<file path="config.mk">
export PLATFORM = sky130hd
export DESIGN_NAME = gcm_pick
export DESIGN_NICKNAME = d
export VERILOG_FILES = /design/src/hw/rtl/gcm_pick.sv
export SDC_FILE = /design/constraint.sdc
export NUM_CORES = 1
export LEC_CHECK = 0
export BUFFER_PORTS_ARGS = -buffer_cell sky130_fd_sc_hd__buf_2
export CAP_MARGIN = 20
export CORE_ASPECT_RATIO = 0.75
export CORE_UTILIZATION = 43
export DETAILED_ROUTE_END_ITERATION = 12
export PLACE_DENSITY = 0.95
export SETUP_SLACK_MARGIN = 0.5
export SLEW_MARGIN = 40
export SYNTH_ARGS = -nofsm -noshare
export SYNTH_HDL_FRONTEND = slang
export SYNTH_SLANG_ARGS = --single-unit
</file>
<file path="constraint.sdc">
create_clock -name vclk -period 2.8
set_clock_uncertainty 0.15 [all_clocks]
set_input_delay 0.56 -clock vclk [all_inputs]
set_output_delay 0.56 -clock vclk [all_outputs]
set_load 0.01 [all_outputs]
</file>
<file path="src/hw/rtl/gcm_pick.sv">
// Priority pick: lowest candidate dish, and lowest candidate dish with capacity.
module gcm_pick #(
  parameter int unsigned N  = 32,
  parameter int unsigned IW = 5
) (
  input  logic [N-1:0]  cand_i,
  input  logic [N-1:0]  avail_i,
  output logic          any_o,
  output logic [IW-1:0] any_idx_o,
  output logic          free_o,
  output logic [IW-1:0] free_idx_o
);
  always_comb begin
    any_o      = 1'b0;
    any_idx_o  = '0;
    free_o     = 1'b0;
    free_idx_o = '0;
    // walk downward so the lowest hit wins
    for (int j = N - 1; j >= 0; j--) begin
      if (cand_i[j]) begin
        any_o     = 1'b1;
        any_idx_o = IW'(j);
      end
      if (cand_i[j] && avail_i[j]) begin
        free_o     = 1'b1;
        free_idx_o = IW'(j);
      end
    end
  end
endmodule

</file>
==> run metrics <==
Yosys cell types 32; area delta synth->final 75.6%; startpoint types input pin; Req. time, crit path 2.09 ns; CP max FO 5; Crit Path Class in -> out; fillers 113; syn_area_per_cell 5.51 µm²; final wirelength 4710 µm; first-pass GRT wire length 6780 µm; crit path DAT 1.75 ns; Leak 0.678 nW; area fraction in compound gates after synthesis 46.5%; post-synthesis mux area share 0%; Detail Placement HPWL 2920 µm; share of cells above drive strength 1 47.3%; Synth area leaders nand2_1 (16%), a22oi_1 (7.8%), nor2_1 (7.8%), nand3_1 (6.9%), nor4_1 (5.8%); largest family of logic cells by synthesized area simple AND/OR/NAND/NOR gates; Cell Pwr Density 160 nW/µm²; Die Span Y 40.9 µm; RSZ-0062 raised after global routing yes; seq_cells 0; core area 1810 µm²; Setup TNS 0 ns; initial antenna violation count 0; grt ovf 0; Iter 0 DRT Violations 136; Peak VDD IR 0.119 mV; via count 1790; drt first pass iters 5; Hold Crit Class in -> out; worst setup margin 0.342 ns; DRC errors left 0; fin area 1520 µm²; row cnt 13; Total GRT Usage 44.0%; hold violation total from the final report 0; post-synthesis cell count 157; post-synth top area share 16.0%; register area share after synthesis 0%; pre-CTS WS 0.276 ns; outcome finished, final reports clean; fin nets 303; xor/xnor share of the synthesized area 0%; fin cells 259; YS warnings 0; Slew Limit Fails 0; Syn Nets 221; routed length per instance 18.2 µm; Post-DP Area 1270 µm²; Final GP Congestion 0.907; clkbuf count 0; vias in the first global route 1430; cell taking the most area after synthesis nand2_1; Final Util 84.2%; power consumption 0.244 mW; Adder-Cell Fraction of Synth Area 0%; mapped cell area 866 µm²; CP endpoint kind primary output; Die X 53.8 µm; Routed Antenna Nets 0; maxcap violations 0; most frequent cells in the layout buf_2 (69), nand2_1 (33), nor2_1 (14); final worst-path cycle share 87.8%; Post-Synth Simple-Gate Area 50.9%; Ant. Diodes 0; hold buffers post-CTS 0; final setup vio count 0; Initial Util 48.0%; largest net degree at the start of global routing 8; # IOs 76; dpl cells 255; Worst Tran Pin Value 0.458 ns; highest clock rate 407 MHz; Hold WS 1.30 ns; Port Buffers 76; area occupied by registers 0 µm²; max_slew headroom 69.2%; post-DR vias/cell 6.91; Die ar. 2200 µm²; commonest non-fill, non-tap cell in the layout buf_2; Period minus WS final 2.46 ns
-- cell families (layout without fill, tap and decap cells) --
group,Yosys count,in the layout
and+or+nand+nor,96,96
AOI/OAI and AO/OA,55,55
buffers and inverters,6,86
-- path summary, 6_finish.rpt --
check / slack (ns) / from / depth (start not counted) / to
hold / removal: 1.30 / cand_i[0] / 3 / any_idx_o[0]
setup / recovery: 0.34 / cand_i[28] / 6 / any_o
-- layer usage --
metal	vias to the layer above	share of wire, %	global-route usage, %
li1	776	-	-
met1	775	36	58.3
met2	190	42	70.7
met3	49	15	4.44
met4	0	7.0	23.7
met5	-	0	0
-- synth_stat cells, types with 2 or more instances --
master	count
a22o_1	3
nand4_1	4
nand2b_1	2
o21ai_0	8
nor4_1	8
o31ai_1	3
inv_1	6
a311oi_1	2
a22oi_1	9
nor2b_1	3
and2_1	2
nor3_1	7
a21oi_1	9
nor2_1	18
a211oi_1	3
o21bai_1	2
nand3_1	12
nand2_1	37
a31oi_1	3
a32o_1	4
-- layout make-up --
cell class,instances,area (µm²),share of cell area (%)
multi-input cells,151,1000,66.1
well taps,22,27.5,1.81
inverters,6,22.5,1.48
repair buffers,80,465,30.6
-- worst max-delay path: stages --
cell,delay [ns]
buf_2,0.15
nor4_1,0.46
nand3_1,0.17
nor2_1,0.18
nand3b_1,0.09
buf_2,0.14
-- power by group --
group	internal (mW)	leakage [nW]	switching [mW]	total [mW]
sequential	0	0	0	0
clock	0	0	0	0
combinational	0.105	0.678	0.138	0.244
total	0.105	0.678	0.138	0.244
-- what timing repair did --
action	in CTS	in global routing
buffers inserted	4	0
gates resized for setup	39	16
endpoints found under the setup margin	11	12
gates cloned	0	0
pin swaps	20	4
Power figures use the tool's default switching activity.
